## config.mk

```make
export PLATFORM = sky130hd
export DESIGN_NAME = ahs_ram
export DESIGN_NICKNAME = d
export VERILOG_FILES = /design/src/hdl/ahs_ram.sv
export SDC_FILE = /design/constraint.sdc
export NUM_CORES = 1
export LEC_CHECK = 0
export ABC_CLOCK_PERIOD_IN_PS = 2400
export BUFFER_PORTS_ARGS = -buffer_cell sky130_fd_sc_hd__buf_2
export CORE_ASPECT_RATIO = 0.7
export CORE_UTILIZATION = 55
export CTS_CLUSTER_DIAMETER = 30
export DETAILED_ROUTE_END_ITERATION = 7
export GPL_ROUTABILITY_DRIVEN = 0
export GPL_TIMING_DRIVEN = 0
export PLACE_DENSITY = 0.83
export SLEW_MARGIN = 15
export SYNTH_ARGS = -nofsm -noshare
export SYNTH_HDL_FRONTEND = slang
export SYNTH_SLANG_ARGS = --single-unit
```

## constraint.sdc

```tcl
create_clock -name clk_i -period 2.4 [get_ports clk_i]
set_clock_uncertainty 0.1 [all_clocks]
set_input_delay 0.12 -clock clk_i [delete_from_list [all_inputs] [get_ports clk_i]]
set_output_delay 0.12 -clock clk_i [all_outputs]
set_load 0.02 [all_outputs]
```

## src/hdl/ahs_ram.sv

```systemverilog
// ----------------------------------------------------------------------------
// Generic RAM
// One write port and one read port with registered read data.
// ----------------------------------------------------------------------------
`default_nettype none

module ahs_ram #(
  parameter int unsigned Width = 8,
  parameter int unsigned Depth = 16
) (
  input  wire logic                     clk_i,
  input  wire logic                     we_i,
  input  wire logic [$clog2(Depth)-1:0] waddr_i,
  input  wire logic [Width-1:0]         wdata_i,
  input  wire logic                     re_i,
  input  wire logic [$clog2(Depth)-1:0] raddr_i,
  output logic      [Width-1:0]         rdata_o
);

  logic [Width-1:0] mem_q [Depth];

  // Write port.
  always_ff @(posedge clk_i) begin
    if (we_i) begin
      mem_q[waddr_i] <= wdata_i;
    end
  end

  // Registered read port.
  always_ff @(posedge clk_i) begin
    if (re_i) begin
      rdata_o <= mem_q[raddr_i];
    end
  end

endmodule

`default_nettype wire

```

# Yosys cells after proc, flatten, opt, wreduce, memory -nomap -nowiden
# Memories as Yosys holds them, arrays and structs flattened. A register that Yosys moved wholly into a read port is not among the register bits.
# Index checks and enable logic that the tools add are counted.
dict set report word_totals {
  output_inout_bits 8
  ram_bits 128
  input_bits 19
  elab_cells 3
  ff_bits 0
  mem_count 1
}
# name words width read_ports rd_clocked_by_memory_dff wr line_no
set memory_table {}
lappend memory_table {mem_q 16 8 1 1 1 20} ;# logic [Width-1:0] mem_q [Depth];
dict set report classes {
  n_mux 2
}
# op n
set op_table {}
lappend op_table {{1-bit two-way mux} 2}

# Depth between registers and ports, before layout
dict set report logic_depth {
  ltp_word 2
  ltp_mapped 5
  mapped_depth_nobuf 3
}

# Least setup slack after synthesis
# Ideal clock, no wire load.
dict set report synth_path {
  path_type {input to register}
  startpoint {input waddr_i[2]}
  endpoint {memory mem_q[0][0], enable pin}
  cell_stages 2
  t_required_ns 1.917
  path_buffers 0
  arrival_ns 1.230
  slack_ns 0.687
  setup_ns 0.383
  cell_sequence {or3b_2 nor3_1}
}
# item line_no
set synth_lines {}
lappend synth_lines {{start, declared} 13} ;# input wire logic [$clog2(Depth)-1:0] waddr_i,
lappend synth_lines {{end, declared} 20}
# No word-level cell before the write port.

==> results.txt <==
- Count of buffers from port buffering: 25
- Cells fill 66.3% of the core in the end.
- Part of the power in the clock network: between 40% and 50%
- Counting the fill cells in the layout gives 602.
* Total grt overflow: 0
- Part of the total power dissipated in combinational logic: 5.2%
* Final Hold Vio Count: 0
- Post-synthesis cell type with the largest combined area: sky130_fd_sc_hd__edfxtp_1
- Of the synthesized area, sequential elements account for approximately four fifths.
* Type of origin of the critical path: flip-flop
- Most frequent cell after synthesis: sky130_fd_sc_hd__edfxtp_1
- The critical path in this run is classified as reg2reg.
- Static leakage: 2.02 nW
- Remaining number of nets flagged by the antenna check after routing: 0
* Number of remaining DRC errors: 0
- Before CTS, the worst setup slack after placement is 449 ps.
* Setup repair after global routing missed its margin: no
* Total nets after synthesis: 248
- The die is 119 microns wide.
* Die footprint: between 9000 and 10,000 sq um
- Sorting the synthesized cells by how often they occur yields sky130_fd_sc_hd__edfxtp_1, sky130_fd_sc_hd__mux4_2, sky130_fd_sc_hd__a22oi_1, sky130_fd_sc_hd__mux4_1, sky130_fd_sc_hd__nor2_1.
- Summing all placed instances gives a cell area of around 5500 sq um.
- Wires add up to 10,700 microns.
- For this run, the top clock speed supported by timing is 583 MHz.
* Number of enable-type register cells in the synthesized netlist: 136
- Total standard cell area after synthesis: 5230 sq um
* Switching portion of total power: 20.6%
- Core box area: 9140 sq um
- Violation count after the first detailed-routing iteration: 410
* Worst hold endpoint: mem_q[12][5]$_DFFE_PP_
* Reg2Reg Setup Slack: 680 ps
- Data arrival time of the critical path: 1750 ps
- Clock latency reported for the late side of the worst-skew pair: approximately 410 ps
* Number of placement rows: 29
- Placed insts: 378
- Global routing consumed, over all layers together, 23.5% of the routing resources.
- Entering global routing, the biggest net connects 17 pins.
* Critical Path RT: 2440 ps
* Final setup violation count: 0
* Reg-to-reg endpoint: rdata_o[5]$_DFFE_PP_
* TritonCTS buffer count: 17
- The share of total power dissipated in sequential elements is 51.2%.
- After routing, the total negative slack on setup checks comes to 0 ps.
* Slew at the pin with the worst max-slew slack: 964 ps
* Path class of the lowest-slack min-delay path: in2reg
- Max VDD drop: 0.867 mV
- Averaged over all synthesized cells, the footprint is 22.8 sq um.
* Hold buffer count at CTS: 1
- Once the floorplan was initialized, standard cells occupied between 50 and 60% of the core.
- Power, Total: 5.26 mW
* Detailed Place HPWL: 6600 microns
- Max Cap Viol: 0
* Result of the run: completed
- After layout, the worst path uses 71.5% of the clock period.
* Buffer type at the clock tree root: sky130_fd_sc_hd__clkbuf_16
- Routed via count: 2,528
- Post-CTS Setup Inserts: 0
- Height of the die: 83.6 microns
* Largest cells by area after synthesis: sky130_fd_sc_hd__edfxtp_1, sky130_fd_sc_hd__mux4_2, sky130_fd_sc_hd__mux4_1
* Via density: 6.15
* Antenna violations before repair: 0
- Design area: 6060 sq um
- The share of synthesized area in the top cell type comes to 78.1%.
- The worst register-to-register path has a depth of 3.
- Primary FF master, synth: sky130_fd_sc_hd__edfxtp_1
* Buffer depth of the longest clock path: 2
- Crit path time final: 1720 ps
* Distinct cell type count after synthesis: 18
* Post-route worst setup slack: around 700 ps
* Antenna diode instance count: 0
- Min-Delay Startpoint: wdata_i[5]
- Final routed wire length divided by cell count: 26.0 microns
- After synthesis the netlist holds a flip-flop and latch count of 136.
* Internal Power: 4.17 mW
- During synthesis, Yosys emitted a total of 0 warnings.
* Clock tree from TritonCTS: built
- First-pass GRT wire length: 15,800 microns
- In this run the power density over the cells is 867 nW/um^2.
* Clock-pin transition on the worst setup and hold timing paths: about 60 ps
- Instance count along the most critical hold path: 1
- Across all hold checks on the routed design, the worst slack comes to 8.63 ps.
- During I/O placement, the number of pins put on the boundary was 27.
- Post-synthesis to final-layout area growth: 15.9%
* Final cell count without fillers: a little over 400
* Critical Path End Type: flip-flop
- Max-slew violations: 0
- Highest fanout seen on the critical path: 1
* Number of optimization iterations in the first detailed-route pass: 5
- After clock tree synthesis, the repair step resized 0 gates.
- Number of cells produced by synthesis: 229
- The worst register-to-register path begins at mem_q[11][5]$_DFFE_PP_.
* Vias in the first global route: ~2,500
- Number of sinks driven by the clock tree: 136
- Fraction of synthesis flops using an asynchronous set or reset pin: 0%
- In this run the tightest slew margin relative to its limit is 35.5%.
- In this run the power spent charging and discharging nets is approximately 1.1 mW.
* Number of levels the H-tree was split into: 4
- Share of cells above drive strength 1: 29.3%
* Final-stage net count: just under 300
flip-flops by register name (all words and copies together) (netlist names):
name / cells
mem_q: 128
rdata_o: 8
cell families (layout without fill, tap and decap cells):
logic type / after synthesis / after routing / share of synthesized area [%]
simple gates: 35 / 35 / 3.14
mux: 32 / 32 / 14.8
compound gates: 16 / 16 / 2.30
buf+inv: 10 / 68 / 1.65
flops: 136 / 136 / 78.1
layer usage:
metal / track usage [%] / routed length [microns] / vias up
li1: - / - / 1070
met1: 33.5 / 4510 / 1325
met2: 34.7 / 5140 / 122
met3: 8.13 / 946 / 11
met4: 7.48 / 82 / 0
met5: 0 / 0 / -
cell type report:
type | instances | area [sq um] | share of cell area, %
timing repair buffer | 26 | 135 | 2.23
multi-input combinational | 83 | 1080 | 17.8
clock buffer | 19 | 433 | 7.15
sequential | 136 | 4080 | 67.4
buffer | 10 | 86.3 | 1.43
tap | 124 | 155 | 2.56
clock inverter | 13 | 87.6 | 1.45
worst max-delay path: stages, from the launching register on:
cell and delay (ps):
sky130_fd_sc_hd__edfxtp_1 370, sky130_fd_sc_hd__mux4_1 510, sky130_fd_sc_hd__a22oi_1 340, sky130_fd_sc_hd__nand2_1 140
worst max-delay path by stage:
| stage | from | endpoint |
|---|---|---|
| global route | mem_q[10][5]$_DFFE_PP_ | rdata_o[5]$_DFFE_PP_ |
| finish | mem_q[11][5]$_DFFE_PP_ | rdata_o[5]$_DFFE_PP_ |
| CTS | mem_q[11][5]$_DFFE_PP_ | rdata_o[5]$_DFFE_PP_ |
| floorplan | waddr_i[2] | mem_q[0][0]$_DFFE_PP_ |
| global placement | waddr_i[2] | mem_q[0][3]$_DFFE_PP_ |
| detailed placement | waddr_i[2] | mem_q[3][3]$_DFFE_PP_ |
layout by cell type (no fill, tap or decap):
master                            count
sky130_fd_sc_hd__edfxtp_1           136
sky130_fd_sc_hd__mux4_1              14
sky130_fd_sc_hd__clkinv_2             7
sky130_fd_sc_hd__clkinvlp_4           1
sky130_fd_sc_hd__buf_2               28
sky130_fd_sc_hd__nor3_2               4
sky130_fd_sc_hd__and2_1               1
sky130_fd_sc_hd__nand2b_1             2
sky130_fd_sc_hd__bufinv_16            1
sky130_fd_sc_hd__mux4_2              18
sky130_fd_sc_hd__a22oi_1             16
sky130_fd_sc_hd__nor2b_1              1
sky130_fd_sc_hd__nand3b_1             2
sky130_fd_sc_hd__nand2_1              9
sky130_fd_sc_hd__clkdlybuf4s25_2      3
sky130_fd_sc_hd__buf_6                3
sky130_fd_sc_hd__clkbuf_1             2
sky130_fd_sc_hd__clkinv_1             4
sky130_fd_sc_hd__clkbuf_16           17
sky130_fd_sc_hd__buf_4                1
sky130_fd_sc_hd__nor2_1              13
sky130_fd_sc_hd__or3b_2               1
sky130_fd_sc_hd__and2b_1              1
sky130_fd_sc_hd__nand3_1              1
sky130_fd_sc_hd__dlygate4sd3_1        1
power groups by stage:
stage               logic, mW  clock network, mW  registers [mW]
detailed placement      0.267                  0            2.74
floorplan               0.135                  0            2.75
CTS                     0.273               2.31            2.69
global placement        0.254                  0            2.73
finish                  0.271               2.29            2.69
global route            0.289               2.40            2.69
(Power assumes the default switching activity.)
