### src/hdl/ahs_pkg.sv
// ----------------------------------------------------------------------------
// Alloy heat stencil package
// Shared widths, codes, request and response types, and small helper
// functions for the heat stencil sweep unit.
// ----------------------------------------------------------------------------
`default_nettype none

package ahs_pkg;

  // Grid storage.
  localparam int unsigned MaxCells  = 4096;
  localparam int unsigned AddrW     = $clog2(MaxCells);
  localparam int unsigned CountW    = AddrW + 1;

  // Field widths.
  localparam int unsigned TempW     = 24;
  localparam int unsigned ShareW    = 7;
  localparam int unsigned SharePackW = 3 * ShareW;
  localparam int unsigned CoefW     = 10;
  localparam int unsigned DimW      = 13;
  localparam int unsigned SweepW    = 16;
  localparam int unsigned CfgIdxW   = 3;
  localparam int unsigned CfgDataW  = 24;

  // Arithmetic widths: four neighbours of temp times share, then times coef.
  localparam int unsigned AccW      = TempW + ShareW + 2;
  localparam int unsigned ProdW     = AccW + CoefW;
  localparam int unsigned QuotW     = ProdW - 8;
  localparam int unsigned DivisorW  = 9;
  localparam int unsigned Lanes     = 3;

  localparam logic [TempW-1:0] TempMax = '1;

  // Reciprocal division by 25 or 75 of a dividend below 75 x 2^24.
  localparam int unsigned RecipInW     = 31;
  localparam int unsigned RecipMagW    = 32;
  localparam int unsigned RecipProdW   = RecipInW + RecipMagW;
  localparam int unsigned RecipShift25 = 36;
  localparam int unsigned RecipShift75 = 38;
  localparam logic [RecipMagW-1:0] RecipMagic25 = 32'd2748779070;
  localparam logic [RecipMagW-1:0] RecipMagic75 = 32'd3665038760;
  localparam logic [QuotW-1:0]     RecipLimit25 = QuotW'(25) << TempW;
  localparam logic [QuotW-1:0]     RecipLimit75 = QuotW'(75) << TempW;
  localparam logic [QuotW-1:0]     RecipSatQuot = QuotW'(1) << TempW;

  // Configuration register indexes.
  localparam logic [CfgIdxW-1:0] CfgCoefFirst  = 3'd0;
  localparam logic [CfgIdxW-1:0] CfgCoefSecond = 3'd1;
  localparam logic [CfgIdxW-1:0] CfgCoefThird  = 3'd2;
  localparam logic [CfgIdxW-1:0] CfgSrcFirst   = 3'd3;
  localparam logic [CfgIdxW-1:0] CfgSrcLast    = 3'd4;
  localparam logic [CfgIdxW-1:0] CfgWidth      = 3'd5;
  localparam logic [CfgIdxW-1:0] CfgHeight     = 3'd6;
  localparam logic [CfgIdxW-1:0] CfgSweeps     = 3'd7;

  typedef enum logic [1:0] {
    OpLoad = 2'd0,
    OpRun  = 2'd1,
    OpRead = 2'd2,
    OpNone = 2'd3
  } ahs_op_e;

  typedef enum logic [1:0] {
    StOk        = 2'd0,
    StBadIndex  = 2'd1,
    StTooLarge  = 2'd2,
    StSaturated = 2'd3
  } ahs_status_e;

  typedef enum logic [3:0] {
    SIdle,
    SRead,
    SCell,
    SGather,
    SMul,
    SDiv,
    SDivWait,
    SWrite,
    SResult
  } ahs_state_e;

  typedef struct packed {
    ahs_op_e           operation;
    logic [AddrW-1:0]  cell_index;
    logic [TempW-1:0]  cell_temp;
    logic [ShareW-1:0] share_first;
    logic [ShareW-1:0] share_second;
    logic [ShareW-1:0] share_third;
  } ahs_req_t;

  typedef struct packed {
    logic [AddrW-1:0] echo_index;
    logic [TempW-1:0] temp_out;
    ahs_status_e      status;
  } ahs_rsp_t;

  // Handshake between the sequencer and the divider.
  typedef struct packed {
    logic                start;
    logic [DivisorW-1:0] divisor;
  } ahs_div_ctl_t;

  // Divisor after the fixed shift by eight: one hundred per neighbour.
  function automatic logic [DivisorW-1:0] ahs_divisor(input logic [2:0] n);
    logic [DivisorW-1:0] d;
    case (n)
      3'd1:    d = 9'd100;
      3'd2:    d = 9'd200;
      3'd3:    d = 9'd300;
      3'd4:    d = 9'd400;
      default: d = 9'd100;
    endcase
    return d;
  endfunction

endpackage

`default_nettype wire

### src/hdl/ahs_div.sv
// ----------------------------------------------------------------------------
// Three-lane reciprocal divider
// Divides three dividends by one shared divisor of 100, 200, 300 or 400,
// using a shift, a clamp and a reciprocal multiplication.
// ----------------------------------------------------------------------------
`default_nettype none

module ahs_div
  import ahs_pkg::*;
(
  input  wire logic         clk_i,
  input  wire logic         rst_ni,
  input  wire ahs_div_ctl_t ctl_i,
  input  wire logic [QuotW-1:0] dividend_i [Lanes],
  output logic              done_o,
  output logic [QuotW-1:0]  quot_o [Lanes]
);

  logic                  stage1_q, stage2_q;
  logic                  sel75_q;
  logic [2:0]            shift;
  logic                  sel75;
  logic [RecipMagW-1:0]  magic;
  logic                  big_q [Lanes];
  logic [RecipInW-1:0]   y_q [Lanes];
  logic [RecipProdW-1:0] p_q [Lanes];

  // Stage flags: the start passes through stage1_q into stage2_q, which drives done_o.
  always_ff @(posedge clk_i or negedge rst_ni) begin
    if (!rst_ni) begin
      stage1_q <= 1'b0;
      stage2_q <= 1'b0;
    end else begin
      stage1_q <= ctl_i.start;
      stage2_q <= stage1_q;
    end
  end

  // Split the divisor into a power of two and an odd factor of 25 or 75.
  always_comb begin
    case (ctl_i.divisor)
      DivisorW'(200): begin
        shift = 3'd3;
        sel75 = 1'b0;
      end
      DivisorW'(300): begin
        shift = 3'd2;
        sel75 = 1'b1;
      end
      DivisorW'(400): begin
        shift = 3'd4;
        sel75 = 1'b0;
      end
      default: begin
        shift = 3'd2;
        sel75 = 1'b0;
      end
    endcase
  end

  always_ff @(posedge clk_i) begin
    if (ctl_i.start) begin
      sel75_q <= sel75;
    end
  end

  assign magic = sel75_q ? RecipMagic75 : RecipMagic25;

  // Per lane: shift, clamp quotients that saturate anyway, then multiply.
  for (genvar l = 0; l < Lanes; l++) begin : g_lane
    logic [QuotW-1:0]      scaled;
    logic [QuotW-1:0]      limit;
    logic                  big;
    logic [RecipProdW-1:0] q_full;

    assign scaled = dividend_i[l] >> shift;
    assign limit  = sel75 ? RecipLimit75 : RecipLimit25;
    assign big    = scaled >= limit;

    always_ff @(posedge clk_i) begin
      if (ctl_i.start) begin
        big_q[l] <= big;
        y_q[l]   <= big ? '0 : scaled[RecipInW-1:0];
      end
      if (stage1_q) begin
        p_q[l] <= RecipProdW'(y_q[l]) * RecipProdW'(magic);
      end
    end

    assign q_full    = sel75_q ? (p_q[l] >> RecipShift75) : (p_q[l] >> RecipShift25);
    assign quot_o[l] = big_q[l] ? RecipSatQuot : q_full[QuotW-1:0];
  end

  assign done_o = stage2_q;

endmodule

`default_nettype wire

### config.mk
export PLATFORM = sky130hd
export DESIGN_NAME = ahs_div
export DESIGN_NICKNAME = d
export VERILOG_FILES = /design/src/hdl/ahs_pkg.sv /design/src/hdl/ahs_div.sv
export SDC_FILE = /design/constraint.sdc
export NUM_CORES = 2
export LEC_CHECK = 0
export BUFFER_PORTS_ARGS = -buffer_cell sky130_fd_sc_hd__buf_2
export CORE_MARGIN = 2
export CORE_UTILIZATION = 52
export CTS_CLUSTER_SIZE = 20
export DETAILED_ROUTE_END_ITERATION = 10
export GPL_TIMING_DRIVEN = 0
export PLACE_DENSITY = 0.69
export SLEW_MARGIN = 5
export SYNTH_ARGS = -nofsm -noshare
export SYNTH_HDL_FRONTEND = slang
export SYNTH_SLANG_ARGS = --single-unit
### constraint.sdc
create_clock -name clk_i -period 10 [get_ports clk_i]
set_clock_uncertainty 0.05 [all_clocks]
set_input_delay 2 -clock clk_i [delete_from_list [all_inputs] [get_ports clk_i]]
set_output_delay 2 -clock clk_i [all_outputs]
set_load 0.01 [all_outputs]
; Word-level counts from Yosys, hierarchy flattened
; Memories as Yosys holds them, arrays and structs flattened.
; Cells that the tools add are included.
[op_classes]
n_addsub = 0
n_mul = 3
div_mod_pow = 0
magnitude_cmp = 3
eq_ne = 3
shift = 3
muxes = 17
bitwise = 0
n_reduce_logical = 0
[ops]
columns = cell, n
row1 = $mul A31 B32 Y63, 3
row2 = $mux W27, 6
row3 = $mux W31, 5
row4 = $shr A35 B3 Y35, 3
row5 = $ge A35 B35 Y1, 2
row6 = $ge A35 B31 Y1, 1
row7 = $eq A9 B9 Y1 const B, 2
row8 = $eq A9 B8 Y1 const B, 1
row9 = $pmux W3 S2, 1
row10 = $mux W1, 5
[word_totals]
ff_bits = 3
latch_bits = 0
ram_bits = 285
romBits = 0
in_bits = 117
output_inout_bits = 106
elab_cells = 35
mem_count = 3
[mem_list]
columns = name, depth, word_bits, read_ports, rd_ports_with_merged_regs, write_ports, line
row1 = p_q, 3, 63, 3, 0, 3, ahs_div.sv:26  ; logic [RecipProdW-1:0] p_q [Lanes];
row2 = y_q, 3, 31, 3, 0, 3, ahs_div.sv:25  ; logic [RecipInW-1:0] y_q [Lanes];
row3 = big_q, 3, 1, 3, 0, 3, ahs_div.sv:24  ; logic big_q [Lanes];

; Longest topological paths before layout
[logic_depth]
depth_word = 5
mapped_depth = 33
ltp_nobuf = 30

; Worst setup path after synthesis
; No wires, ideal clock.
[synth_path]
path_type = reg2reg
from = register sel75_q
to = memory p_q[0][124] (netlist bit), data pin
setup_ns = 0.260
arrival_time_ns = 8.223
t_required_ns = 9.690
path_slack_ns = 1.467
stages_incl_launch_ff = 29
path_buffers = 4
period_less_slack_ns = 8.533
cell_sequence = edfxtp_1 clkbuf_1 clkbuf_1 clkbuf_1 clkbuf_1 nor2b_1 fa_1 fa_1 inv_1 fa_1 fa_1 inv_1 fa_1 fa_1 fa_1 inv_1 fa_1 inv_1 ha_1 a21o_1 a21o_1 a221oi_2 a21boi_1 or3b_4 a211o_1 a31oi_4 o41ai_2 a311oi_2 xnor2_1
[synth_lines]
columns = item, line
row1 = "start, declared", ahs_div.sv:20  ; logic sel75_q;
row2 = "start signal, assigned", ahs_div.sv:63  ; sel75_q <= sel75;
row3 = "end, declared", ahs_div.sv:26

==> impl_metrics.json <==
{
  "status": "completed",
  "cts_sinks": 180,
  "h-tree-depth": 4,
  "synth.yosys.seq_area_share_pct": 7.870,
  "synth-simple-area-share_pct": 7.419,
  "cts_root_buffer": "clkbuf_16",
  "hold_class": "register to register",
  "setup_viol": 0,
  "slew_viol_final": 0,
  "grt_antenna_before_repair": 36,
  "cts_tree": "built",
  "clock_latency_ns": 0.55,
  "regArea_um2": 5399,
  "yosysWarnings": 0,
  "syn2layout_area_growth_pct": 6.153,
  "ctsHoldBuffers": 0,
  "post-dp-hpwl_mm": 199.2,
  "rsz0062_at_grt": "true",
  "crit_start": "sel75_q",
  "nets": 9806,
  "wl_mm": 220.8,
  "synth_xor_area_share_pct": 2.070,
  "r2r_end": "p_q[0][62]",
  "slowest_delay_ns": 0.57,
  "multi_input_area_um2": 55280,
  "period_minus_slack_ns": 9.753,
  "fillers": 11710,
  "first_pass_iters": 5,
  "synth_cell_types": 77,
  "io_pins": 223,
  "timing.rr.start": "sel75_q",
  "synth_edf_count": 178,
  "path_depth": 28,
  "start_util_pct": 52.28,
  "slowest_stage": "fa_1",
  "path_max_fanout": 11,
  "cts_buffer_depth": 2,
  "tightest_slew_ns": 1.314,
  "synth-seq-cells": 180,
  "slew_headroom_pct": 11.45,
  "fmax_mhz": 102.5,
  "r2r_cells": 28,
  "finalHoldViolCount": 0,
  "num_vias": 48910,
  "synthAdderAreaFrac_pct": 63.67,
  "criticalPathCategory": "register to register",
  "cp-end-kind": "register",
  "dp_cells": 8813,
  "max-cap-violations": 0,
  "synth_top_area_cell": "fa_1",
  "cp_num_buf_inv": 8,
  "path_delay_family": "adder cells",
  "numCtsBuffers": 17,
  "synthArstFlopShare_pct": 1.111,
  "synth_compound_area_share_pct": 6.054,
  "grt_start_max_net_pins": 52,
  "synth_area_per_cell_um2": 10.03,
  "drc_errors": 0,
  "num_rows": 133,
  "overflow": 0,
  "ant_nets": 0,
  "coreArea_um2": 131100,
  "layoutNonFillerInstCount": 8860,
  "synthCells": 6837,
  "fin_crit_sh_pct": 97.53,
  "required_ns": 10.24,
  "io_buffers": 192,
  "die-area_um2": 134800,
  "arrival_ns": 9.99,
  "die_y_um": 367.1,
  "crit_top_cell": "fa_1",
  "synth_top_family_by_area": "adder cells",
  "rrSetupSlack_ns": 0.25,
  "gp_congestion": 1.059,
  "synthMuxAreaShare_pct": 1.154,
  "synth_most_common_cell": "inv_1",
  "cp-start-kind": "register",
  "die_w_um": 367.1,
  "track_usage_pct": 33.92,
  "viasPerCell": 5.520,
  "grt_pass1_wl_mm": 331.8,
  "synth_ff_type": "edfxtp_1",
  "drive_gt1_share_pct": 4.781,
  "yosys-top-cells-count": "inv_1, fa_1, ha_1",
  "syn-cell-area_um2": 68550,
  "avgRoutedWirePerCell_um": 24.92,
  "grt_pass1_vias": 52500,
  "synth.top_cell.area_share_pct": 42.67,
  "drt_iter0_markers": 4352,
  "endpoint": "p_q[0][62]",
  "clkTransAtPathRegs_ns": 0.09,
  "synth.top_cells.by_area": "fa_1, ha_1, inv_1"
}
## final cells by class
cell class / instances / share of cell area (%)
repair buffers: 200 / 1.544
inverters: 1929 / 9.950
plain buffers: 190 / 1.235
clock buffers: 17 / 0.5846
diodes: 15 / 0.05158
flip-flops and latches: 180 / 7.419
well taps: 1755 / 3.018
clock inverters: 15 / 0.2287
multi-input cells: 4559 / 75.97
## timing repair
action | CTS | global route
gates resized for setup | 46 | 18
endpoints found under the setup margin | 81 | 19
setup buffers | 1 | 0
cloned | 0 | 0
hold endpoints to repair | 0 | 0
## worst min-delay path by stage
| stage | start | end | cells after the start |
|---|---|---|---|
| 6_report | stage1_q | p_q[0][170] | 0 |
| 5_1_grt | stage1_q | p_q[0][170] | 0 |
| 4_1_cts | stage1_q | p_q[0][168] | 0 |
| 3_5_place_dp | stage1_q | p_q[0][166] | 0 |
| 3_3_place_gp | y_q[0][92] | p_q[0][188] | 5 |
| 2_1_floorplan | y_q[0][92] | p_q[0][188] | 5 |
## cell usage in the layout (no fill, tap or decap), drive strengths merged, types with 8 or more instances in the layout
| cell type | n |
|---|---|
| clkbuf | 161 |
| or2 | 32 |
| a21o | 102 |
| nand2b | 113 |
| nand2 | 342 |
| nor2 | 286 |
| mux2i | 79 |
| inv | 1938 |
| a221oi | 16 |
| a211o | 9 |
| nand4 | 38 |
| o21ai | 82 |
| a311oi | 68 |
| o31ai | 9 |
| xnor2 | 109 |
| buf | 246 |
| a211oi | 10 |
| nor2b | 68 |
| a21oi | 187 |
| fa | 1461 |
| nand3 | 34 |
| o21bai | 20 |
| and3 | 12 |
| nor3 | 14 |
| edfxtp | 178 |
| a31oi | 29 |
| o21a | 15 |
| and2 | 84 |
| diode | 15 |
| nor4 | 8 |
| ha | 1151 |
| xor2 | 53 |
| a21boi | 11 |
| conb | 24 |
| o211ai | 9 |
## per-stage QoR
step | setup slack [ns] | TNS, ns | area [um^2] | hold WS (ns) | utilization, %
global placement | -3.782 | -239.95 | 71800 | 1.465 | 54.75
finish | 0.2471 | 0 | 72770 | 0.9227 | 55.49
floorplan | 1.467 | 0 | 68640 | 1.201 | -
detailed placement | -2.441 | -137.10 | 71960 | 0.9352 | 54.88
global route | -0.009886 | -0.009886 | 72730 | 0.9483 | 55.47
CTS | 0.01668 | 0 | 72660 | 0.9378 | 55.41
## worst register-to-register path, delay by kind of cell (launching register included)
| kind | cells | cell delay [ns] |
|---|---|---|
| flops | 1 | 0.48 |
| compound gates | 7 | 1.61 |
| simple gates | 3 | 1.09 |
| xor+xnor | 1 | 0.07 |
| fa+ha+maj | 9 | 4.19 |
| buf+inv | 8 | 2.01 |
## cells by family after synthesis
group	Yosys count
other	1
buffers and inverters	2121
AO/OA/AOI/OAI	618
AND/OR/NAND/NOR	1064
XOR/XNOR	162
flip-flops	180
multiplexers	79
adder cells (fa/ha/maj)	2612
## per-layer routing
metal | vias to the layer above | wire, um | track usage (%)
met5 | - | 259 | 0
met4 | 40 | 10710 | 13.93
met3 | 442 | 23660 | 9.914
met2 | 2135 | 97650 | 51.99
met1 | 24720 | 88520 | 45.16
li1 | 21570 | - | -
## registers in the layout, indices dropped and copies added (netlist names)
name      count
p_q          81
stage1_q      1
y_q          93
big_q         3
done_o        1
sel75_q       1
Power is left out: the tool's default activity adds up to more than one toggle a clock period on the data nets, which glitch-free logic cannot reach.
